[src/rtl/ptvc_mul.sv]
`timescale 1ns / 1ps
`default_nettype none
// shared multiplier with registered product
module ptvc_mul (
  input  wire logic        clk,
  input  wire logic [32:0] a,
  input  wire logic [31:0] b,
  output logic      [64:0] p
);
  always_ff @(posedge clk) begin
    p <= {32'd0, a} * {33'd0, b};
  end
endmodule
`default_nettype wire

[config.mk]
export PLATFORM = sky130hd
export DESIGN_NAME = ptvc_mul
export DESIGN_NICKNAME = d
export VERILOG_FILES = /design/src/rtl/ptvc_mul.sv
export SDC_FILE = /design/constraint.sdc
export NUM_CORES = 2
export LEC_CHECK = 0
export BUFFER_PORTS_ARGS = -buffer_cell sky130_fd_sc_hd__buf_2
export CELL_PAD_IN_SITES_DETAIL_PLACEMENT = 1
export CELL_PAD_IN_SITES_GLOBAL_PLACEMENT = 2
export CORE_UTILIZATION = 38
export CTS_BUF_LIST = sky130_fd_sc_hd__clkbuf_4
export CTS_CLUSTER_DIAMETER = 50
export DETAILED_ROUTE_END_ITERATION = 8
export HOLD_SLACK_MARGIN = 0.05
export PLACE_DENSITY = 0.8
export SLEW_MARGIN = 20
export SYNTH_ARGS = -nofsm -noshare
export SYNTH_HDL_FRONTEND = slang
export SYNTH_SLANG_ARGS = --single-unit
[constraint.sdc]
create_clock -name clk -period 7.9 [get_ports clk]
set_input_delay 1.58 -clock clk [delete_from_list [all_inputs] [get_ports clk]]
set_output_delay 1.58 -clock clk [all_outputs]
set_load 0.03 [all_outputs]
### Yosys cells after proc, flatten, opt, wreduce, memory -nomap -nowiden

Cells that the tools add are included.

* bits in registers: 65
* bits of input ports: 66
* output and inout port bits: 65
* logic and storage cells: 2

* multipliers: 1

Operator list (number)
* multiplier 33 x 32 -> 65 bit: 1

### Depth between registers and ports, before layout

* depth in word-level cells: 1
* depth in mapped cells: 27
* mapped depth without buffers: 25

### Least setup slack after synthesis

No wires, ideal clock.

* kind: input-to-reg
* start point: input port a[28]
* end point: register p[61]
* setup time: 138 ps
* arrival time: 8088 ps
* data required time: 7762 ps
* setup slack: -326 ps
* cell stages on the path: 26
* buffers on the path: 2
* path through: clkbuf_1 -> nand2_1 -> fa_1 -> inv_1 -> fa_1 -> fa_1 -> inv_1 -> fa_1 -> inv_1 -> fa_1 -> fa_1 -> fa_1 -> inv_1 -> fa_1 -> inv_1 -> ha_1 -> clkbuf_1 -> and4_1 -> nand2b_1 -> a2bb2oi_1 -> o21ai_0 -> a211oi_2 -> o31ai_4 -> a41o_1 -> nor4b_1 -> a311oi_1

* cells in the longest elaborated chain, start to end: 1

Ends and longest elaborated chain
* start: declaration: RTL line 6 `input wire logic [32:0] a,`
* multiplier 33 x 32 -> 65 bit: RTL line 11 `p <= {32'd0, a} * {33'd0, b};`
* end signal: assignment: RTL line 11
* end: declaration: RTL line 8 `output logic [64:0] p`

Every way passes these cells.

### Final worst setup path

* start point: input port b[6]
* end point: register p[58]

* cells in the longest elaborated chain, start to end: 1

Ends and longest elaborated chain
* start: declaration: RTL line 7 `input wire logic [31:0] b,`
* multiplier 33 x 32 -> 65 bit: RTL line 11

Every way passes these cells.

==> reports/results.txt <==
fin util: 46.6%
core area: 92200 um^2
Max FO, Critical Path: 6
Max-cap violations: 0
Largest register FFs: 65
total wire length: 114 mm
Net Count, Synth: 5185
critical path data required time: 8.30 ns
syn avg cell area: 9.05 um^2
GRT Total Usage: 24.7%
asr flop ratio synth: 0%
vias per cell: 4.89
global-route wire length before repair: 180 mm
Residual DRC: 0
vias in the first global route: 32100
Synth Area in Compound Gates: 4.17%
number of enable flip-flop cells after synthesis: 0
Final Wtd Congestion: 0.878
synthesized cell area: 35600 um^2
Port Buffers: 130
H-tree Lvls: 3
FILL cells: 10700
NumNets Final: 5620
DP HPWL: 100 mm
Synth Area in XOR/XNOR: 1.38%
pin count of the biggest net entering global routing: 28
largest family of logic cells by synthesized area: adder cells
Yosys reg bits: 65
share of layout cells above drive strength 1: 19.9%
wire length per cell after detailed routing: 20.3 um
CTS tree: done
number of antenna diodes: 0
worst slew pin tran: 0.487 ns
Top Registers: p: 65 flops
clock-pin slew on the worst setup and hold paths: 0.12 ns
Worst Hold Class: in2reg
min cycle time layout: 8.04 ns
Vias: 27400
multiplexer area fraction after synthesis: 0.0317%
Final Hold Violating Endpoints: 0
clk sinks: 65
post-synthesis sequential area ratio: 3.66%
final slew viol count: 0
CP Data Arrival Time: 8.44 ns
Die Span Y: 308 um
crit share post-route: 102%
pre-CTS setup slack: -1.04 ns
fmax: 0.124 GHz
Post-Synth Adder-Cell Area: 61.4%
Post-Synth Simple-Gate Area: 17.2%
final setup vio count: 7
I/O Pins: 131
# placed instances: 5555
Core Rows: 111
cell count after synthesis: 3929
DRT iter0 DRCs: 1014
DIE AREA: 94800 um^2
status: finished with violations
RSZ-0062 raised after global routing: yes
Longest Clk Path Bufs: 2
root buf cell: clkbuf_4
antenna violations before repair: 6
CP Class: in2reg
post-route setup slack: -0.140 ns
Synth cell types: 67
final instance area: 42900 um^2
failing checks: setup timing
GRT overflow: 0
Initial Util: 38.6%
Area Growth Syn to Fin: 20.8%
startpoint types: primary input
max_slew headroom: 67.3%
Die X: 308 um
Layout Cells excl Fill: 5611
YS warnings: 0
Biggest register: p
CTS Buf Count: 9
Critical Path Sink Type: register
top_reg_cell synth: dfxtp_1
Initial DRT Pass Iterations: 5
antenna viol nets, final: 0
area post-placement: 41000 um^2
## worst paths after layout
check / slack [ns] / depth (start not counted) / end / start
worst max-delay path: -0.14 / 24 / p[58]$_DFF_P_ / b[6]
worst min-delay path: 1.69 / 3 / p[0]$_DFF_P_ / b[0]
## Yosys cell counts, types with 8 or more instances
master	count	share of area, %
nor3_1	12	0.17
and2_1	488	8.6
nor2_1	37	0.39
nand3_1	20	0.28
dfxtp_1	65	3.7
and3_1	9	0.16
o21bai_1	18	0.38
xor2_1	23	0.57
xnor2_1	33	0.81
clkbuf_1	213	2.2
inv_1	930	9.8
nand4_1	13	0.23
nand2_1	632	6.7
a21oi_1	79	1.1
ha_1	264	9.3
o21ai_0	33	0.46
a21o_1	26	0.55
a31oi_1	8	0.14
fa_1	926	52
## area by class of cell
class	instances	area [um^2]	share of cell area (%)
multi-input combinational	2717	30900	72.0
clock inverter	4	68.8	0.160
sequential	65	1300	3.03
inverter	930	3490	8.13
timing repair buffer	641	5550	12.9
tap	1243	1560	3.62
clock buffer	11	82.6	0.192
## logic make-up after synthesis
| group | count (synthesis) |
|---|---|
| muxes | 1 |
| AOI/OAI and AO/OA | 224 |
| adders and majority gates | 1190 |
| xor gates and xnor gates | 56 |
| and+or+nand+nor | 1246 |
| DFF | 65 |
| buffers and inverters | 1147 |
## worst max-delay path, stage by stage
cell      delay (ns)
buf_8           0.10
buf_12          0.13
buf_16          0.14
and2_4          0.16
fa_1            0.52
fa_1            0.45
fa_1            0.54
inv_2           0.04
fa_1            0.51
inv_2           0.04
fa_1            0.51
fa_1            0.45
fa_1            0.53
fa_1            0.56
ha_4            0.24
a21oi_4         0.17
o21bai_1        0.09
a21o_1          0.22
a221oi_4        0.37
a31oi_4         0.12
buf_6           0.14
o311a_4         0.41
buf_6           0.13
a311oi_2        0.26
## what timing repair did
action	CTS	global route
setup buffers	19	21
hold buffers	0	0
resized for setup	174	173
endpoints found under the setup margin	32	32
hold endpoints to repair	0	0
cloned	5	2
pin swaps	80	119
## per-layer routing
metal | wire, um | global-route usage, %
met5 | 17 | 0
met4 | 3270 | 6.10
met3 | 2990 | 1.69
met2 | 61200 | 46.6
met1 | 46200 | 30.4
## placed cells by master (no fill, tap or decap), types with 30 or more instances in the layout
cell	n
inv_1	906
fa_1	882
nand2_1	623
and2_1	465
buf_4	453
ha_1	243
buf_2	82
dfxtp_1	65
a21oi_1	53
fa_2	44
buf_12	43
buf_6	42
nor2_1	30
xnor2_1	30
## per-stage QoR
step | hold slack (ns) | TNS (ns)
floorplan | 1.71 | -0.0239
global placement | 2.01 | -24.67
detailed placement | 2.01 | -28.07
CTS | 1.65 | -0.189
global route | 1.65 | -1.69
finish | 1.69 | -0.374
Power is left out: the tool's default activity adds up to more than one toggle a clock period on the data nets, which glitch-free logic cannot reach.
