[config.mk]
export PLATFORM = sky130hd
export DESIGN_NAME = ptvc_sqrt
export DESIGN_NICKNAME = d
export VERILOG_FILES = /design/src/rtl/ptvc_sqrt.sv
export SDC_FILE = /design/constraint.sdc
export NUM_CORES = 1
export LEC_CHECK = 0
export ABC_CLOCK_PERIOD_IN_PS = 26100
export BUFFER_PORTS_ARGS = -buffer_cell sky130_fd_sc_hd__clkbuf_2
export CORE_UTILIZATION = 32
export DETAILED_ROUTE_END_ITERATION = 8
export SYNTH_ARGS = -nofsm -noshare
export SYNTH_HDL_FRONTEND = slang
export SYNTH_SLANG_ARGS = --single-unit
[constraint.sdc]
create_clock -name clk -period 26.1 [get_ports clk]
set_input_delay 3.915 -clock clk [delete_from_list [all_inputs] [get_ports clk]]
set_output_delay 3.915 -clock clk [all_outputs]
set_load 0.01 [all_outputs]
[src/rtl/ptvc_sqrt.sv]
`timescale 1ns / 1ps
`default_nettype none
// bit-pair integer square root, one step per cycle
module ptvc_sqrt (
  input  wire logic        clk,
  input  wire logic        rst,
  input  wire logic        start,
  input  wire logic [63:0] radicand,
  output logic             done,
  output logic      [32:0] root
);
  logic [63:0] n;
  logic [63:0] r;
  logic [63:0] bitv;
  logic        busy;
  logic [63:0] trial;

  assign trial = r + bitv;
  assign root  = r[32:0];

  always_ff @(posedge clk) begin
    if (rst) begin
      busy <= 1'b0;
      done <= 1'b0;
    end else begin
      done <= 1'b0;
      if (start) begin
        n    <= radicand;
        r    <= 64'd0;
        bitv <= 64'h4000_0000_0000_0000;
        busy <= 1'b1;
      end else if (busy) begin
        // one result bit per step
        if (n >= trial) begin
          n <= n - trial;
          r <= (r >> 1) + bitv;
        end else begin
          r <= r >> 1;
        end
        bitv <= bitv >> 2;
        if (bitv[0]) begin
          busy <= 1'b0;
          done <= 1'b1;
        end
      end
    end
  end
endmodule
`default_nettype wire

Word-level counts from Yosys, hierarchy flattened --
Cells that the tools add are included.
Word-level totals: bits in registers 162, bits of input ports 67, output and inout bits 34
Operators by class: add/sub/neg operators 3, magnitude comparators 1, multiplexer cells 10, bitwise operators 2, reductions and logical operators 5
Operators with widths (count):
- $mux 64 | 5
- $add 63x63->64 | 1
- $add 64x63->64 | 1
- $ge 64x64->1 | 1
- $sub 64x64->64 | 1
- $mux 63 | 1
- $mux 1 | 4
- $reduce_bool 2->1 | 2
- $reduce_and 3->1 | 1
- $reduce_or 3->1 | 1
- $not 1->1 | 2
- $reduce_and 2->1 | 1

Longest topological paths before layout --
word-level depth 5, mapped depth 25, mapped depth without buffers 21

Worst setup path before layout --
OpenSTA, ideal clock, no wires.
path kind input to register, from in start, to reg n[0], enable pin, library setup time 0.583 ns, arrival 13.456 ns, data required time 25.517 ns, setup slack 12.061 ns, stages 5, cells stage by stage clkbuf_1 buf_1 nor2_1 nor2_1 a21boi_0
Between the ends: cells in the longest elaborated chain, start to end 2, elaborated cells between the ends (all ways) 3, those cells by class 3 x reduce/logical
Ends and longest elaborated chain:
- from (decl) | RTL line 7 | input wire logic start,
- $reduce_bool 2->1 (no source line)
- $reduce_and 3->1 (no source line) (*)
- to (signal assigned) | RTL line 28 | n <= radicand;
- to (signal assigned) | RTL line 35 | n <= n - trial;
- to (decl) | RTL line 12 | logic [63:0] n;
Mark *: on every way between the ends. The rest lies on a longest branch, timed or not. A chain may end at the register's enable or synchronous reset.

Final worst setup path --
from reg r[8], to reg n[60], enable pin
Between the ends: cells in the longest elaborated chain, start to end 4
Ends and longest elaborated chain:
- from (decl) | RTL line 13 | logic [63:0] r;
- from (signal assigned) | RTL line 36 | r <= (r >> 1) + bitv;
- from (signal assigned) | RTL line 38 | r <= r >> 1;
- $add 64x63->64 | RTL line 18 | assign trial = r + bitv;
- $ge 64x64->1 | RTL line 34 | if (n >= trial) begin
- $reduce_bool 2->1 (no source line)
- $reduce_and 3->1 (no source line)
No other way between the ends.

==> flow_summary.toml <==
[power_and_ir_drop]
power-per-cell-area_nw_per_um2 = 66.1
pwr-share-clk_pct = 22.1
power.leakage_nw = 6.49
switching_share_pct = 42.5
vdd_drop_max_mv = 0.0416
gate_power_share_pct = 46.5
power.internal_mw = 0.660
seq_power_share_pct = 31.4
total_switching_power_mw = 0.488

[worst_setup_path]
setup.worst_path.start_class = "flop"
timing.critical_path.to_type = "flop"
worst-endpoint-required_ns = 26.19
timing.critical_path.slowest_cell_delay_ns = 0.71
worst_ep_arrival_time_ns = 7.09
cp_common_cell = "sky130_fd_sc_hd__buf_4"
crit_chain = "ha_1 > nand4_1 > o31ai_1 > nor4b_1 > or3_1 > o31a_1 > o2111ai_2 > a21oi_1 > nor2_1 > xor2_1 > ha_1 > nand2_1 > nor3_1 > nand4_1 > a2111oi_4 > buf_4 > nor2_2 > buf_4 > a21boi_4 > buf_4"
critical_path.slowest_cell = "sky130_fd_sc_hd__buf_4"
crit_type = "reg -> reg"
crit_path_max_fanout = 64

[detailed_routing]
drtPass1Iterations = 5
vias_per_cell = 5.66
detail_route.wirelength_um = 48400
antenna_violating_nets_post_route = 0
total_via_count_after_detailed_routing = 14600
drcViolationCount = 0
wire_per_inst_um = 18.7
drt_iter0_markers = 1163

[logic_synthesis]
synth.yosys.seq_area_share_pct = 30.3
synth_top_area_share_pct = 30.1
avgSynthCellArea_um2 = 8.46
dominantRegCellSynth = "sky130_fd_sc_hd__edfxtp_1"
yosysWarnings = 0
synth.distinct_cells = 83
netlist_area_um2 = 16000
synth.largest_area_cell = "sky130_fd_sc_hd__edfxtp_1"
number_of_enable_type_register_cells_in_the_synthesized_netlist = 160
syn-num-nets = 2086
syn_inst = 1888
ys_seq_elements = 162
synth.area.top_cells = "sky130_fd_sc_hd__edfxtp_1, sky130_fd_sc_hd__ha_1, sky130_fd_sc_hd__xor2_1"
share_of_synthesized_registers_carrying_an_async_set_or_reset_pct = 0

[global_route]
overflow = 0
grt_start_max_net_pins = 78
grt_pass1_wl_um = 76800
aggregate_global_route_resource_usage_pct = 19.1
first_global_vias = 14100
antenna_found_initial = 0

[cells_and_area]
insertedDiodeCount = 0
area_delta_synth_final_pct = 8.69
multi_input_area_um2 = 10400
drive_above_1_share_pct = 10.2
nets = 2100
fillCellCount = 5175
regArea_um2 = 4840

[floorplanning]
initial_core_util_pct = 32.6
floorplan.io_pins = 101
design.core.area_um2 = 49100
dieArea_um2 = 50800
die_width_um = 225
core.rowCount = 81
chipHeight_um = 225

[outcome]
status = "completed"

[clocking]
cts_tree = "done"
h-tree-depth = 4
clk-insertion-delay-late_ns = 0.48
cts-buffers-inserted = 17
post_cts_setup_buffer_count = 0
postCtsHoldBufs = 0
clkSlewWorstSetupHoldPaths_ns = 0.08
cts.sinks = 162
root_buffer = "sky130_fd_sc_hd__clkbuf_16"
cts-resized-gates = 0
max-clock-path-buffers = 2

[sta]
totalNegativeSetupSlack_ns = 0
slew_violations = 0
post-route-period-util_pct = 26.8
setup_viol = 0
tightestPinTransition_ns = 0.932
setup_ws_ns = 19.10
unrepaired_setup_endpoints_after_global_routing = "false"
finalClockSkew_ns = 0.0182
fin_crit_ns = 7.00
hold_viol = 0
max_freq_mhz = 143
worst_slew_margin_rel_pct = 37.8

[place]
place.detailed.hpwl_um = 37400
place.port_buffers = 100
gp_routability_congestion = 0.928
place_worst_setup_slack_ns = 19.29

[min_path]
hold_class = "reg -> reg"

[run]
timing.max_cap.violations = 0
-- Yosys cell counts (15+ instances only) --
master,n
sky130_fd_sc_hd__nand2_1,206
sky130_fd_sc_hd__nor2_1,170
sky130_fd_sc_hd__edfxtp_1,160
sky130_fd_sc_hd__o21ai_0,156
sky130_fd_sc_hd__ha_1,130
sky130_fd_sc_hd__a21oi_1,118
sky130_fd_sc_hd__xor2_1,90
sky130_fd_sc_hd__xnor2_1,69
sky130_fd_sc_hd__clkbuf_1,68
sky130_fd_sc_hd__a31oi_1,59
sky130_fd_sc_hd__nand4_1,48
sky130_fd_sc_hd__o21bai_1,48
sky130_fd_sc_hd__nor2b_1,47
sky130_fd_sc_hd__a21o_1,45
sky130_fd_sc_hd__nor3_1,42
sky130_fd_sc_hd__inv_1,39
sky130_fd_sc_hd__nand3_1,39
sky130_fd_sc_hd__buf_4,35
sky130_fd_sc_hd__a211oi_1,23
sky130_fd_sc_hd__o21a_1,23
sky130_fd_sc_hd__a211oi_2,19
sky130_fd_sc_hd__or3_1,18
sky130_fd_sc_hd__and2_1,17
sky130_fd_sc_hd__nand2b_1,15
-- worst max-delay path, delay by kind of cell (launching register included) --
| family | cells | cell delay (ns) |
|---|---|---|
| AOI/OAI and AO/OA | 6 | 1.76 |
| xor gates and xnor gates | 1 | 0.19 |
| adders and majority gates | 2 | 0.84 |
| buffers and inverters | 3 | 1.32 |
| DFF | 1 | 0.52 |
| and+or+nand+nor | 8 | 1.91 |
-- flip-flops by register name, summed over array words and instances (netlist names) --
name and cells:
r 64, done 1, n 64, busy 1
bitv 32
-- metrics by stage --
step           cell area [µm²]  power [mW]  hold slack [ns]  utilization (%)  cells
2_1_floorplan            16000       0.771            0.460                -   1888
3_3_place_gp             16800       0.891            0.472             34.3   2547
3_5_place_dp             16800       0.896            0.474             34.3   2547
4_1_cts                  17400        1.15            0.483             35.4   2579
5_1_grt                  17400        1.22            0.512             35.4   2579
6_report                 17400        1.15            0.483             35.4   2579
-- placed cells by master (no fill, tap or decap), types with 23 or more instances in the layout --
cell / count
sky130_fd_sc_hd__ha_1: 130
sky130_fd_sc_hd__o21a_1: 23
sky130_fd_sc_hd__o21ai_0: 156
sky130_fd_sc_hd__xor2_1: 90
sky130_fd_sc_hd__edfxtp_1: 160
sky130_fd_sc_hd__nand2_1: 206
sky130_fd_sc_hd__clkbuf_2: 99
sky130_fd_sc_hd__inv_1: 39
sky130_fd_sc_hd__a211oi_1: 23
sky130_fd_sc_hd__a21oi_1: 118
sky130_fd_sc_hd__o21bai_1: 48
sky130_fd_sc_hd__a21o_1: 45
sky130_fd_sc_hd__nand4_1: 48
sky130_fd_sc_hd__nor3_1: 42
sky130_fd_sc_hd__nor2b_1: 47
sky130_fd_sc_hd__nand3_1: 39
sky130_fd_sc_hd__xnor2_1: 69
sky130_fd_sc_hd__a31oi_1: 59
sky130_fd_sc_hd__nor2_1: 169
-- final cells by class --
class	instances	area share, %
multi-input combinational	1570	59.8
sequential	162	27.9
tap	664	4.79
timing repair buffer	111	3.40
clock buffer	18	2.47
inverter	40	0.865
clock inverter	14	0.721
-- power by group through the flow --
stage	clock, mW	sequential [mW]	combinational [mW]
after floorplan	0	0.353	0.418
after global placement	0	0.366	0.525
after detailed placement	0	0.366	0.530
after CTS	0.256	0.361	0.533
after global routing	0.265	0.364	0.595
final	0.253	0.361	0.534
-- cells by family (layout without fill, tap and decap cells) --
family	after synthesis	count (layout)	synth area share [%]
simple gates	658	658	19.6
compound gates	617	617	26.0
flops	162	162	30.3
xor+xnor	159	159	8.72
buf+inv	156	183	4.73
fa+ha+maj	131	131	10.3
mux	5	5	0.345
-- metal layers --
layer	track usage [%]	vias up	share of wire, %
met1	24.4	7064	45
li1	-	7082	-
met2	33.3	398	49
met5	0	-	0
met4	5.42	0	1.8
met3	2.52	54	4.2
-- final timing paths --
kind | from | end | slack, ns | cells after the start
max | r[8] | n[60] | 19.10 | 20
max reg2reg | r[8] | n[60] | 19.10 | 20
min reg2reg | busy | done | 0.48 | 1
min | busy | done | 0.48 | 1
No activity file was read; power rests on OpenSTA's default activity.
