$ cat src/rtl/ptvc_div.sv
`timescale 1ns / 1ps
`default_nettype none
// restoring divider, 25 quotient bits, one per cycle
module ptvc_div (
  input  wire logic        clk,
  input  wire logic        rst,
  input  wire logic        start,
  input  wire logic [56:0] num,
  input  wire logic [33:0] den,
  output logic             done,
  output logic      [24:0] quo
);
  logic [56:0] rem;
  logic [57:0] dsh;
  logic [4:0]  cnt;
  logic        busy;
  logic        fits;

  assign fits = {1'b0, rem} >= dsh;

  always_ff @(posedge clk) begin
    if (rst) begin
      busy <= 1'b0;
      done <= 1'b0;
    end else begin
      done <= 1'b0;
      if (start) begin
        rem  <= num;
        dsh  <= {den, 24'd0};
        cnt  <= 5'd24;
        quo  <= 25'd0;
        busy <= 1'b1;
      end else if (busy) begin
        // trial subtract of the shifted divisor
        if (fits) begin
          rem <= rem - dsh[56:0];
        end
        quo <= {quo[23:0], fits};
        dsh <= dsh >> 1;
        if (cnt == 5'd0) begin
          busy <= 1'b0;
          done <= 1'b1;
        end else begin
          cnt <= cnt - 5'd1;
        end
      end
    end
  end
endmodule
`default_nettype wire

$ cat config.mk
export PLATFORM = sky130hd
export DESIGN_NAME = ptvc_div
export DESIGN_NICKNAME = d
export VERILOG_FILES = /design/src/rtl/ptvc_div.sv
export SDC_FILE = /design/constraint.sdc
export NUM_CORES = 1
export LEC_CHECK = 0
export BUFFER_PORTS_ARGS = -buffer_cell sky130_fd_sc_hd__buf_4
export CAP_MARGIN = 15
export CORE_MARGIN = 10
export CORE_UTILIZATION = 40
export CTS_CLUSTER_SIZE = 14
export DETAILED_ROUTE_END_ITERATION = 10
export SYNTH_ARGS = -nofsm -noshare
export SYNTH_HDL_FRONTEND = slang
export SYNTH_SLANG_ARGS = --single-unit
$ cat constraint.sdc
create_clock -name clk -period 9.25 [get_ports clk]
set_input_delay 1.85 -clock clk [delete_from_list [all_inputs] [get_ports clk]]
set_output_delay 1.85 -clock clk [all_outputs]
set_load 0.01 [all_outputs]
======== Word-level counts from Yosys, hierarchy flattened ========
Cells that the tools add are included.
storage, ports and cells
  word-level logic and storage cells ...... 32
  flip-flop bits (word level) ............. 147
  output and inout bits ................... 26
cells by class
  eq/ne operators ......................... 1
  $lt $le $gt $ge ......................... 1
  bitwise gates (word level) .............. 2
  reduce and logical (&&, ||, !) cells .... 7
  add/sub/neg operators ................... 2
  mux-type cells .......................... 12
operators with widths
  operator                                                             number
  57-bit two-way mux                                                   3
  58-bit two-way mux                                                   2
  57-bit by 58-bit >= comparator with 1-bit output                     1
  57-bit subtractor                                                    1
  25-bit two-way mux                                                   1
  5-bit two-way mux                                                    2
  3-bit AND reduction                                                  2
  5-bit zero test                                                      1
  5-bit by 1-bit subtractor with 5-bit output (second input constant)  1
  1-bit two-way mux                                                    4
  2-bit nonzero test                                                   2
  3-bit OR reduction                                                   1
  2-bit != test (second input constant)                                1
  1-bit inverter                                                       2
  2-bit AND reduction                                                  1

======== Logic depth before layout (Yosys ltp) ========
Gate-level depths: netlist (run 1).
  depth in word-level cells ............... 4
  depth in mapped cells ................... 13
  gate-level depth less buffers ........... 13

======== Worst setup path after synthesis (run 1) ========
Ideal clock, no wire load.
  path type ............................... input to register
  from .................................... input port start
  to ...................................... register cnt[0] (enable)
  stages .................................. 5
  arrival ................................. 6457 ps
  path slack .............................. 2472 ps
  path buffers ............................ 2
  cell sequence ........................... clkbuf_1 -> clkbuf_1 -> nor2_1 -> nor2_1 -> and2_1
on the way
  cells in the longest elaborated chain, start to end .. 2
  elaborated cells on any way between the ends .. 3
  those cells by class .................... eq/ne: 1; reduce/logical: 2
ends and longest elaborated chain
  item                                                           line  RTL
  start, declared                                                7     input wire logic start,
  2-bit != test (no line) or 2-bit nonzero test (tied branches)  --
  3-bit AND reduction (no line) (*)                              --
  end signal, assigned                                           44    cnt <= cnt - 5'd1;
  end, declared                                                  15    logic [4:0] cnt;
Mark *: on every way between the ends. The rest lies on a longest branch, timed or not.
A chain may end at the register's enable or synchronous reset.

======== Worst setup path after layout (run 1) ========
  from .................................... register rem[7]
  to ...................................... register rem[52] (enable)
on the way
  cells in the longest elaborated chain, start to end .. 3
ends and longest elaborated chain
  item                                              line  RTL
  start, declared                                   13    logic [56:0] rem;
  start signal, assigned                            28    rem <= num;
  start signal, assigned                            36    rem <= rem - dsh[56:0];
  57-bit by 58-bit >= comparator with 1-bit output  19    assign fits = {1'b0, rem} >= dsh;
  2-bit nonzero test (no line)                      --
  3-bit AND reduction (no line)                     --
Every way passes these cells.

==> results of run 1 <==
==> layer usage <==
layer	vias up	global-route usage, %	wire length, um
met1	3460	21.7	11800
met2	209	24.1	10600
met4	0	4.24	269
met3	18	3.36	1120
met5	-	0	0
li1	3767	-	-
==> worst min path at each step <==
stage               cells past startpoint  start    to  slack [ns]
floorplan                               1   busy  done        0.46
finish                                  1   busy  done        0.50
detailed placement                      1   busy  done        0.49
global placement                        1   busy  done        0.49
global route                            1   busy  done        0.52
CTS                                     1   busy  done        0.50
==> cells in the final DEF (no fill, tap or decap), types with 3 or more instances in the layout <==
cell                         instances
sky130_fd_sc_hd__a211oi_1            8
sky130_fd_sc_hd__a21boi_0            4
sky130_fd_sc_hd__a21o_1             28
sky130_fd_sc_hd__a21oi_1            73
sky130_fd_sc_hd__a21oi_2             5
sky130_fd_sc_hd__a31o_1              3
sky130_fd_sc_hd__a31oi_1             8
sky130_fd_sc_hd__and2_1              8
sky130_fd_sc_hd__and3_1              7
sky130_fd_sc_hd__buf_4             122
sky130_fd_sc_hd__bufinv_16           6
sky130_fd_sc_hd__clkbuf_16          17
sky130_fd_sc_hd__clkinvlp_4          4
sky130_fd_sc_hd__edfxtp_1          145
sky130_fd_sc_hd__ha_1               59
sky130_fd_sc_hd__inv_1              76
sky130_fd_sc_hd__nand2_1           146
sky130_fd_sc_hd__nand3_1            13
sky130_fd_sc_hd__nand4_1            15
sky130_fd_sc_hd__nor2_1             67
sky130_fd_sc_hd__nor2b_1            33
sky130_fd_sc_hd__nor3_1             10
sky130_fd_sc_hd__o211ai_1            5
sky130_fd_sc_hd__o21a_1              3
sky130_fd_sc_hd__o21ai_0           105
sky130_fd_sc_hd__o21ai_1             7
sky130_fd_sc_hd__o21bai_1           13
sky130_fd_sc_hd__o31ai_1             4
sky130_fd_sc_hd__or3_1               3
sky130_fd_sc_hd__or4_1               4
sky130_fd_sc_hd__xnor2_1            29
sky130_fd_sc_hd__xor2_1             19
==> cell type report <==
| cell class | instances | area (sq um) |
|---|---|---|
| Fill cell | 2254 | 12100 |
| Timing Repair Buffer | 123 | 927 |
| Sequential cell | 147 | 4390 |
| Multi-Input combinational cell | 729 | 4640 |
| Clock buffer | 18 | 429 |
| Tap cell | 319 | 399 |
| Inverter | 76 | 285 |
| Clock inverter | 13 | 233 |
==> power groups by stage <==
stage	logic, mW	registers [mW]	clock network, mW
4_1_cts	0.528	0.817	0.803
2_1_floorplan	0.376	0.833	0
6_report	0.529	0.817	0.787
5_1_grt	0.594	0.822	0.829
3_3_place_gp	0.521	0.830	0
3_5_place_dp	0.522	0.831	0
==> stage by stage <==
step / worst slack, ns / std cells / power [mW] / area [sq um] / utilization [%]
floorplan: 2.47 / 997 / 1.21 / 9470 / -
global placement: 4.79 / 1394 / 1.35 / 10600 / 45.5
detailed placement: 4.74 / 1394 / 1.35 / 10600 / 45.5
CTS: 4.97 / 1425 / 2.15 / 11300 / 48.3
global route: 4.76 / 1425 / 2.24 / 11300 / 48.3
finish: 5.01 / 1425 / 2.13 / 11300 / 48.3
==> cell usage after synthesis, types with 4 or more instances <==
| master | number | area [sq um] |
|---|---|---|
| sky130_fd_sc_hd__a211oi_1 | 8 | 60.1 |
| sky130_fd_sc_hd__o31ai_1 | 4 | 30.0 |
| sky130_fd_sc_hd__nor2b_1 | 33 | 206 |
| sky130_fd_sc_hd__nor3_1 | 10 | 50.1 |
| sky130_fd_sc_hd__xor2_1 | 19 | 166 |
| sky130_fd_sc_hd__o21bai_1 | 13 | 97.6 |
| sky130_fd_sc_hd__a21boi_0 | 4 | 30.0 |
| sky130_fd_sc_hd__nor2_1 | 68 | 255 |
| sky130_fd_sc_hd__a21oi_2 | 5 | 43.8 |
| sky130_fd_sc_hd__a21o_1 | 28 | 210 |
| sky130_fd_sc_hd__nand3_1 | 13 | 65.1 |
| sky130_fd_sc_hd__buf_2 | 7 | 35.0 |
| sky130_fd_sc_hd__and3_1 | 7 | 43.8 |
| sky130_fd_sc_hd__buf_1 | 5 | 18.8 |
| sky130_fd_sc_hd__nand4_1 | 15 | 93.8 |
| sky130_fd_sc_hd__nand2_1 | 146 | 548 |
| sky130_fd_sc_hd__and2_1 | 8 | 50.1 |
| sky130_fd_sc_hd__edfxtp_1 | 145 | 4350 |
| sky130_fd_sc_hd__ha_1 | 59 | 738 |
| sky130_fd_sc_hd__inv_1 | 76 | 285 |
| sky130_fd_sc_hd__or4_1 | 4 | 30.0 |
| sky130_fd_sc_hd__xnor2_1 | 29 | 254 |
| sky130_fd_sc_hd__a21oi_1 | 73 | 365 |
| sky130_fd_sc_hd__a31oi_1 | 8 | 50.1 |
| sky130_fd_sc_hd__o211ai_1 | 5 | 37.5 |
| sky130_fd_sc_hd__o21ai_1 | 7 | 35.0 |
| sky130_fd_sc_hd__o21ai_0 | 105 | 526 |
| sky130_fd_sc_hd__clkbuf_1 | 32 | 120 |
==> cell families (layout without fill, tap and decap cells) <==
logic type	Yosys count	count (layout)	share of synthesized area, %
simple gates	320	320	15.5
compound gates	295	295	20.0
flops	147	147	46.4
buf+inv	121	230	4.90
fa+ha+maj	60	60	8.00
xor+xnor	48	48	4.44
mux	6	6	0.766
==> flip-flops by register name (all words and copies together), names as in the netlist <==
register  count
busy          1
cnt           5
done          1
dsh          58
quo          25
rem          57
==> impl_metrics.env, run 1 <==
export IMPL_antenna_left=0
export IMPL_synth_edff_count=145
export IMPL_drt_pass1_iter_count=6
export IMPL_coreArea_sq_um=23400
export IMPL_cts_sinks=147
export IMPL_drc=0
export IMPL_worst_r2r_startpoint="rem[7]"
export IMPL_ff2ff_path_depth=11
export IMPL_synth_yosys_seq_area_share_pct=46.4
export IMPL_num_antenna_cells=0
export IMPL_clock_path_buffers=2
export IMPL_syn_nets=1151
export IMPL_top_level_ports=120
export IMPL_cts_max_level=4
export IMPL_ys_seq_elements=147
export IMPL_grt_antenna_before_repair=0
export IMPL_grt_pass1_vias=7391
export IMPL_intPower_mw=1.52
export IMPL_die_area_sq_um=30200
export IMPL_power_leakage_nw=4.62
export IMPL_max_slew_worst_pin_slew_ns=1.05
export IMPL_crit_path_start_kind="flop"
export IMPL_width_of_the_die_um=174
export IMPL_buffer_ports_inserted=119
export IMPL_cellPowerDensity_nw_per_um2=189
export IMPL_critPathSlowestCell="sky130_fd_sc_hd__o22ai_4"
export IMPL_start_util_pct=40.5
export IMPL_die_height_um=174
export IMPL_grt_setup_unrepaired="no"
export IMPL_r2r_end="rem[52]"
export IMPL_cts_root_buffer="sky130_fd_sc_hd__clkbuf_16"
export IMPL_grt_pass1_wl_mm=38.8
export IMPL_vdd_drop_max_v=0.000110
export IMPL_place_hpwl_mm=17.7
export IMPL_fraction_of_layout_cells_with_a_size_suffix_above_1_pct=16.6
export IMPL_min_delay_path_class="flop to flop"
export IMPL_worstSetupPathType="flop to flop"
export IMPL_synth_area_sq_um=9470
export IMPL_synth_cells=997
export IMPL_max_slew_margin_rel_pct=30.0
export IMPL_syn_mean_instance_area_sq_um=9.50
export IMPL_synth_async_sr_flop_share_pct=0
export IMPL_critical_path_depth=11
export IMPL_yosys_cell_types_count=72
export IMPL_cp_end_kind="flop"
export IMPL_detailedRoute_firstIterationViolations=649
export IMPL_timing_final_crit_period_ns=4.24
export IMPL_grt_max_degree=93
export IMPL_power_clock_fraction_pct=36.9
export IMPL_number_of_clock_buffers_inserted_by_tritoncts=17
export IMPL_globalRoute_totalOverflow=0
export IMPL_tritoncts="yes"
export IMPL_dominantRegCellSynth="sky130_fd_sc_hd__edfxtp_1"
export IMPL_cp_startpoint="rem[7]"
export IMPL_p_switching_mw=0.615
export IMPL_place_gp_congestion=0.895
export IMPL_crit_buf_inv=1
export IMPL_route_detailed_wl_per_inst_um=16.7
export IMPL_timing_final_max_slew_violations=0
export IMPL_drv_max_cap_violation_count=0
export IMPL_cts_resized_gates=0
export IMPL_timing_critical_path_slowest_cell_delay_ns=0.66
export IMPL_post_cts_setup_buffer_count=0
export IMPL_crit_path_frequent_cell="sky130_fd_sc_hd__a21oi_2"
export IMPL_pwr_share_comb_pct=24.8
export IMPL_run_status="complete, no violations"
export IMPL_achievable_frequency_mhz=236
export IMPL_synthToLayoutAreaGrowth_pct=19.3
export IMPL_timing_hold_ws_ns=0.504
export IMPL_sequentialPowerShare_pct=38.3
export IMPL_placement_rows=56
export IMPL_totalNegativeSetupSlack_ns=0
export IMPL_wl_mm=23.8
export IMPL_path_clk_slew_ns=0.06
export IMPL_final_hold_viol_count=0
export IMPL_timing_critical_path_arrival_ns=4.29
export IMPL_path_max_fanout=37
export IMPL_detailroute_via_count=7454
export IMPL_hold_buffer_count_at_cts=0
export IMPL_final_net_count=1248
export IMPL_worstSkewPairLatency_ns=0.42
export IMPL_reg2reg_setup_slack_ns=5.01
export IMPL_avgViaCountPerCell=5.23
export IMPL_final_cycle_utilization_of_the_critical_path_pct=45.8
export IMPL_netSwitchingFraction_pct=28.8
export IMPL_path_cells="ha_1 > nand2_2 > or3_4 > o31a_4 > a31oi_4 > a21oi_2 > a21boi_2 > a41o_4 > a21oi_2 > o22ai_4 > buf_4"
export IMPL_groute_usage_overall_pct=15.6
export IMPL_yosys_warning_total=0
export IMPL_worst_clock_skew_ns=0.0108
export IMPL_path_delay_family="compound AO/OA/AOI/OAI gates"
export IMPL_report_final_setup_viol=0
export IMPL_crit_end="rem[52]"
export IMPL_timing_critical_path_required_ns=9.30
Power figures use the tool's default switching activity.
==> inputs of run 2 (changes only) <==
--- a/config.mk
+++ b/config.mk
@@ -5,6 +5,7 @@
 export SDC_FILE = /design/constraint.sdc
 export NUM_CORES = 1
 export LEC_CHECK = 0
+export ABC_AREA = 1
 export BUFFER_PORTS_ARGS = -buffer_cell sky130_fd_sc_hd__buf_4
 export CAP_MARGIN = 15
 export CORE_MARGIN = 10
==> constraint.sdc (replaced) <==
create_clock -name clk -period 3.6 [get_ports clk]
set_input_delay 0.72 -clock clk [delete_from_list [all_inputs] [get_ports clk]]
set_output_delay 0.72 -clock clk [all_outputs]
set_load 0.01 [all_outputs]
==> impl_metrics.env, run 2 <==
export IMPL_synth_yosys_seq_area_share_pct=38.0
export IMPL_final_common_cell="sky130_fd_sc_hd__nand2_1"
export IMPL_path_clk_slew_ns=0.07
export IMPL_width_of_the_die_um=190
export IMPL_dominantRegCellSynth="sky130_fd_sc_hd__edfxtp_1"
export IMPL_cp_end_kind="flop"
export IMPL_timing_critical_path_required_ns=3.69
export IMPL_min_delay_path_class="input port to flop"
export IMPL_ys_seq_elements=147
export IMPL_number_of_clock_buffers_inserted_by_tritoncts=17
export IMPL_start_util_pct=40.4
export IMPL_globalRoute_totalOverflow=0
export IMPL_detailedRoute_firstIterationViolations=720
export IMPL_report_final_setup_viol=0
export IMPL_synth_top_cells_by_area="sky130_fd_sc_hd__edfxtp_1 38%, sky130_fd_sc_hd__nand2_1 21%, sky130_fd_sc_hd__inv_1 12%"
export IMPL_post_synth_top_count_cell="sky130_fd_sc_hd__nand2_1"
export IMPL_maxUsedRoutingLayer="met4"
export IMPL_final_cycle_utilization_of_the_critical_path_pct=80.7
export IMPL_dpl_cell_area_sq_um=12900
export IMPL_cts_resized_gates=0
export IMPL_met2RoutedLength_mm=15.6
export IMPL_die_area_sq_um=36100
export IMPL_worst_clock_skew_ns=0.0120
export IMPL_timing_hold_ws_ns=0.462
export IMPL_wire_length_on_met1_mm=18.3
export IMPL_syn_nets=1892
export IMPL_groute_usage_overall_pct=20.2
export IMPL_timing_final_crit_period_ns=2.91
export IMPL_top_flop_regs="dsh (58), rem (57), quo (25)"
export IMPL_grt_setup_unrepaired="no"
export IMPL_drv_max_cap_violation_count=0
export IMPL_drc=0
export IMPL_cts_max_level=4
export IMPL_place_gp_congestion=0.970
export IMPL_timing_final_max_slew_violations=0
export IMPL_grt_antenna_before_repair=1
export IMPL_yosys_area_top_type_share_pct=37.6
export IMPL_crit_path_start_kind="flop"
export IMPL_placement_rows=62
export IMPL_register_area_sq_um=4390
export IMPL_max_slew_margin_rel_pct=25.4
export IMPL_grt_max_degree=197
export IMPL_run_status="complete, no violations"
export IMPL_placement_setup_worst_slack_ns=0.737
export IMPL_synth_edff_count=145
export IMPL_ff2ff_path_depth=12
export IMPL_clock_path_buffers=2
export IMPL_regMostFlops="dsh"
export IMPL_cts_sinks=147
export IMPL_timing_critical_path_arrival_ns=2.99
export IMPL_synth_async_sr_flop_share_pct=0
export IMPL_synth_cells=1738
export IMPL_top_level_ports=120
export IMPL_fraction_of_layout_cells_with_a_size_suffix_above_1_pct=13.5
export IMPL_power_leakage_nw=7.10
export IMPL_drt_pass1_iter_count=6
export IMPL_number_of_flip_flops_under_the_largest_register_name=58
export IMPL_max_slew_worst_pin_slew_ns=1.12
export IMPL_grt_pass1_wl_mm=56.9
export IMPL_detailroute_via_count=10500
export IMPL_num_antenna_cells=0
export IMPL_tritoncts="yes"
export IMPL_totalNegativeSetupSlack_ns=0
export IMPL_coreArea_sq_um=28600
export IMPL_holdPathStages=2
export IMPL_synthToLayoutAreaGrowth_pct=16.6
export IMPL_synth_area_sq_um=11600
export IMPL_worstSkewPairLatency_ns=0.45
export IMPL_vdd_drop_max_v=0.000270
export IMPL_postLayoutSetupSlackWorst_ns=0.693
export IMPL_multi_input_comb_area_sq_um=5570
export IMPL_antenna_left=0
export IMPL_final_hold_viol_count=0
export IMPL_avgViaCountPerCell=4.67
export IMPL_cellPowerDensity_nw_per_um2=404
export IMPL_final_net_count=2010
export IMPL_mostFrequentLayoutCells="659 x sky130_fd_sc_hd__nand2_1, 381 x sky130_fd_sc_hd__inv_1, 145 x sky130_fd_sc_hd__edfxtp_1, 131 x sky130_fd_sc_hd__nor2_1, 123 x sky130_fd_sc_hd__buf_4"
export IMPL_yosys_cell_types_count=32
export IMPL_yosys_warning_total=0
export IMPL_wl_mm=36.3
export IMPL_worstSetupPathType="flop to flop"
export IMPL_grt_pass1_vias=10200
export IMPL_path_max_fanout=31
export IMPL_met3_wirelength_mm=1.65
export IMPL_die_height_um=190
export IMPL_route_detailed_wl_per_inst_um=16.1
export IMPL_post_cts_setup_buffer_count=0
export IMPL_buffer_ports_inserted=119
export IMPL_place_hpwl_mm=29.3
export IMPL_syn_mean_instance_area_sq_um=6.66
export IMPL_post_synth_most_frequent_cells="659 x sky130_fd_sc_hd__nand2_1, 382 x sky130_fd_sc_hd__inv_1, 145 x sky130_fd_sc_hd__edfxtp_1, 131 x sky130_fd_sc_hd__nor2_1, 93 x sky130_fd_sc_hd__nand3_1"
export IMPL_achievable_frequency_mhz=344
export IMPL_synth_top_cell_by_area="sky130_fd_sc_hd__edfxtp_1"
export IMPL_hold_buffer_count_at_cts=0
export IMPL_fillCellCount=3030
export IMPL_cts_root_buffer="sky130_fd_sc_hd__clkbuf_16"
export IMPL_finish_instance_area_sq_um=13500
==> run 2: cell count changes after synthesis, moves of 31 or more <==
cell | previous run | this run
sky130_fd_sc_hd__nand3_1 | 13 | 93
sky130_fd_sc_hd__nor2b_1 | 33 | 0
sky130_fd_sc_hd__nor2_1 | 68 | 131
sky130_fd_sc_hd__nand2_1 | 146 | 659
sky130_fd_sc_hd__o21ai_0 | 105 | 44
sky130_fd_sc_hd__nor2_2 | 0 | 31
sky130_fd_sc_hd__inv_1 | 76 | 382
==> run 2: kinds of logic after synthesis <==
group           after synthesis  synth area share, %
simple gates                978                 35.6
buf+inv                     431                 14.0
flops                       147                 38.0
compound gates              105                 4.67
fa+ha+maj                    60                 6.55
xor+xnor                     17                 1.29
==> run 2: where the power goes <==
| group | switching (mW) | total (mW) | internal [mW] | leakage [nW] |
|---|---|---|---|---|
| sequential | 0.0357 | 2.08 | 2.04 | 1.41 |
| combinational | 1.09 | 1.62 | 0.532 | 5.43 |
| clock | 0.837 | 1.76 | 0.925 | 0.267 |
==> run 2: layer usage <==
layer / vias to the layer above / global-route usage [%]
met5: - / 0
met4: 0 / 5.59
met3: 38 / 2.93
met2: 244 / 31.4
met1: 4740 / 28.7
li1: 5507 / -
==> run 2: path summary, 6_finish.rpt <==
| check | startpoint | to | slack (ns) |
|---|---|---|---|
| worst min-delay path | rst | done | 0.46 |
| worst min register to register | busy | done | 0.50 |
| worst max register to register | rem[13] | rem[47] | 0.69 |
| worst max-delay path | rem[13] | rem[47] | 0.69 |
==> run 2: final cells by class <==
type / count / share of cell area (%)
Timing Repair Buffer: 125 / 7.07
Tap cell: 384 / 3.56
Clock inverter: 13 / 0.844
Clock buffer: 19 / 3.28
Multi-Input combinational cell: 1160 / 41.3
Inverter: 405 / 11.4
Sequential cell: 147 / 32.6
==> run 2: stage by stage <==
stage | util [%] | power (mW) | std cells
floorplan | - | 3.19 | 1738
global route | 47.2 | 5.78 | 2253
finish | 47.2 | 5.46 | 2253
global placement | 45.2 | 3.71 | 2221
CTS | 47.2 | 5.48 | 2253
detailed placement | 45.2 | 3.72 | 2221
==> run 2: critical path, cell delays in order (launching register included) <==
cell	delay [ns]
sky130_fd_sc_hd__edfxtp_1	0.37
sky130_fd_sc_hd__ha_1	0.41
sky130_fd_sc_hd__nand2_2	0.14
sky130_fd_sc_hd__nor2_1	0.30
sky130_fd_sc_hd__nand2_1	0.16
sky130_fd_sc_hd__nor3_2	0.17
sky130_fd_sc_hd__nand2_1	0.09
sky130_fd_sc_hd__nand3_2	0.10
sky130_fd_sc_hd__nand3_1	0.10
sky130_fd_sc_hd__nand3_1	0.10
sky130_fd_sc_hd__nand2_1	0.10
sky130_fd_sc_hd__clkinvlp_4	0.09
sky130_fd_sc_hd__buf_4	0.37
==> inputs of run 3 (changes only) <==
==> constraint.sdc (replaced) <==
create_clock -name clk -period 2.4 [get_ports clk]
set_input_delay 0.48 -clock clk [delete_from_list [all_inputs] [get_ports clk]]
set_output_delay 0.48 -clock clk [all_outputs]
set_load 0.01 [all_outputs]
==> impl_metrics.env, run 3 (synthesis gave the netlist of run 2 again) <==
export IMPL_run_status="finished with violations"
export IMPL_failed_checks="negative setup slack"
export IMPL_grt_antenna_before_repair=0
export IMPL_timing_hold_ws_ns=0.220
export IMPL_power_leakage_nw=8.12
export IMPL_place_gp_congestion=0.948
export IMPL_max_slew_worst_pin_slew_ns=0.948
export IMPL_dpl_cell_count=2349
export IMPL_worstSkewPairLatency_ns=0.45
export IMPL_number_of_clock_buffers_inserted_by_tritoncts=17
export IMPL_cts_root_buffer="sky130_fd_sc_hd__clkbuf_16"
export IMPL_report_final_setup_viol=46
export IMPL_placement_rows=62
export IMPL_hold_start="rst"
export IMPL_placement_setup_worst_slack_ns=-0.180
export IMPL_drv_max_cap_violation_count=0
export IMPL_crit_path_frequent_cell="sky130_fd_sc_hd__nand3_2"
export IMPL_hold_buffer_count_at_cts=0
export IMPL_register_area_sq_um=4390
export IMPL_die_height_um=190
export IMPL_regMostFlops="dsh"
export IMPL_timing_critical_path_required_ns=2.56
export IMPL_cts_max_level=4
export IMPL_multi_input_comb_area_sq_um=6900
export IMPL_drc=0
export IMPL_avgViaCountPerCell=4.73
export IMPL_vdd_drop_max_v=0.000439
export IMPL_num_antenna_cells=0
export IMPL_timing_final_max_slew_violations=0
export IMPL_worst_clock_skew_ns=0.0136
export IMPL_mostFrequentLayoutCells="583 x sky130_fd_sc_hd__nand2_1, 342 x sky130_fd_sc_hd__inv_1, 269 x sky130_fd_sc_hd__buf_4, 145 x sky130_fd_sc_hd__edfxtp_1, 97 x sky130_fd_sc_hd__nor2_1"
export IMPL_grt_pass1_wl_mm=59.7
export IMPL_final_hold_viol_count=0
export IMPL_cp_startpoint="rem[28]"
export IMPL_path_max_fanout=6
export IMPL_cts_sinks=147
export IMPL_final_core_util_pct=56.5
export IMPL_worst_r2r_startpoint="rem[28]"
export IMPL_dpl_cell_area_sq_um=13900
export IMPL_worstSetupPathType="flop to flop"
export IMPL_fillCellCount=2823
export IMPL_finish_instance_area_sq_um=16200
export IMPL_totalNegativeSetupSlack_ns=-1.97
export IMPL_final_cycle_utilization_of_the_critical_path_pct=103
export IMPL_wl_mm=39.7
export IMPL_critPathSlowestCell="sky130_fd_sc_hd__edfxtp_1"
export IMPL_grt_max_degree=197
export IMPL_min_delay_path_class="input port to flop"
export IMPL_critical_path_depth=12
export IMPL_final_net_count=2168
export IMPL_number_of_flip_flops_under_the_largest_register_name=58
export IMPL_tritoncts="yes"
export IMPL_timing_critical_path_slowest_cell_delay_ns=0.42
export IMPL_detailroute_via_count=11400
export IMPL_clock_path_buffers=2
export IMPL_synthToLayoutAreaGrowth_pct=39.7
export IMPL_detailedRoute_firstIterationViolations=814
export IMPL_top_flop_regs="dsh (58), rem (57), quo (25)"
export IMPL_antenna_left=0
export IMPL_stdcell_count=2411
export IMPL_timing_critical_path_arrival_ns=2.62
export IMPL_reg2reg_setup_slack_ns=-0.06
export IMPL_cp_end_kind="flop"
export IMPL_totalPowerFinal_mw=9.17
export IMPL_path_cells="ha_4 > nand2_4 > buf_4 > nor2_2 > inv_2 > nor3_4 > nand3_2 > nand3_2 > nand2_2 > clkinvlp_4 > buf_12 > clkbuf_16"
export IMPL_r2r_end="rem[53]"
export IMPL_timing_final_crit_period_ns=2.46
export IMPL_hold_path_endpoint="done"
export IMPL_postLayoutSetupSlackWorst_ns=-0.0603
export IMPL_grt_pass1_vias=10900
export IMPL_final_common_cell="sky130_fd_sc_hd__nand2_1"
export IMPL_start_util_pct=40.4
export IMPL_top_level_ports=120
export IMPL_crit_path_start_kind="flop"
export IMPL_max_slew_margin_rel_pct=36.8
export IMPL_width_of_the_die_um=190
export IMPL_buffer_ports_inserted=119
export IMPL_route_detailed_wl_per_inst_um=16.5
export IMPL_cellPowerDensity_nw_per_um2=567
export IMPL_die_area_sq_um=36100
export IMPL_achievable_frequency_mhz=406
export IMPL_groute_usage_overall_pct=21.3
export IMPL_crit_buf_inv=5
export IMPL_path_delay_family="buffers and inverters"
export IMPL_place_hpwl_mm=30.8
export IMPL_ff2ff_path_depth=12
export IMPL_drt_pass1_iter_count=5
export IMPL_holdPathStages=2
export IMPL_coreArea_sq_um=28600
export IMPL_globalRoute_totalOverflow=0
export IMPL_fraction_of_layout_cells_with_a_size_suffix_above_1_pct=31.4
export IMPL_grt_setup_unrepaired="yes"
export IMPL_path_clk_slew_ns=0.07
## run 3: cell count changes in the layout (fill, tap and decap cells not counted), moves of 25 or more
| cell | delta |
|---|---|
| sky130_fd_sc_hd__buf_4 | +146 |
| sky130_fd_sc_hd__ha_1 | -47 |
| sky130_fd_sc_hd__ha_4 | +46 |
| sky130_fd_sc_hd__inv_1 | -39 |
| sky130_fd_sc_hd__inv_2 | +39 |
| sky130_fd_sc_hd__nand2_1 | -76 |
| sky130_fd_sc_hd__nand2_2 | +51 |
| sky130_fd_sc_hd__nand2_4 | +25 |
| sky130_fd_sc_hd__nor2_1 | -34 |
| sky130_fd_sc_hd__nor2_4 | +28 |
## run 3: worst max-delay path by stage
stage,to,slack (ns)
after floorplan,rem[0],-1.04
after global placement,rem[54],-0.18
after detailed placement,rem[27],-0.18
after CTS,rem[31],-0.03
after global routing,rem[53],-0.15
final,rem[53],-0.06
## run 3: cell type report
type	count	share of cell area [%]
Inverter	405	9.51
Sequential cell	147	27.2
Tap cell	384	2.97
Multi-Input combinational cell	1160	42.7
Clock buffer	18	2.65
Timing Repair Buffer	283	14.1
Clock inverter	14	0.875
## run 3: timing repair
item / in CTS / in global routing
buffers inserted: 13 / 16
cloned: 2 / 2
gates resized for setup: 83 / 213
pin swaps: 25 / 72
endpoints found under the setup margin: 67 / 96
## run 3: report_power, final
group	leakage, nW	switching, mW	internal [mW]
clock network	0.267	1.25	1.46
registers	1.41	0.0892	3.07
logic	6.44	1.95	1.35
total	8.12	3.29	5.87
## run 3: per-layer routing
| metal | wire length [um] | track usage [%] | share of wire, % | vias up |
|---|---|---|---|---|
| li1 | - | - | - | 5836 |
| met1 | 19100 | 30.2 | 48 | 5218 |
| met2 | 17800 | 33.3 | 45 | 312 |
| met3 | 2240 | 3.28 | 5.6 | 28 |
| met4 | 568 | 4.91 | 1.4 | 0 |
| met5 | 0 | 0 | 0 | - |
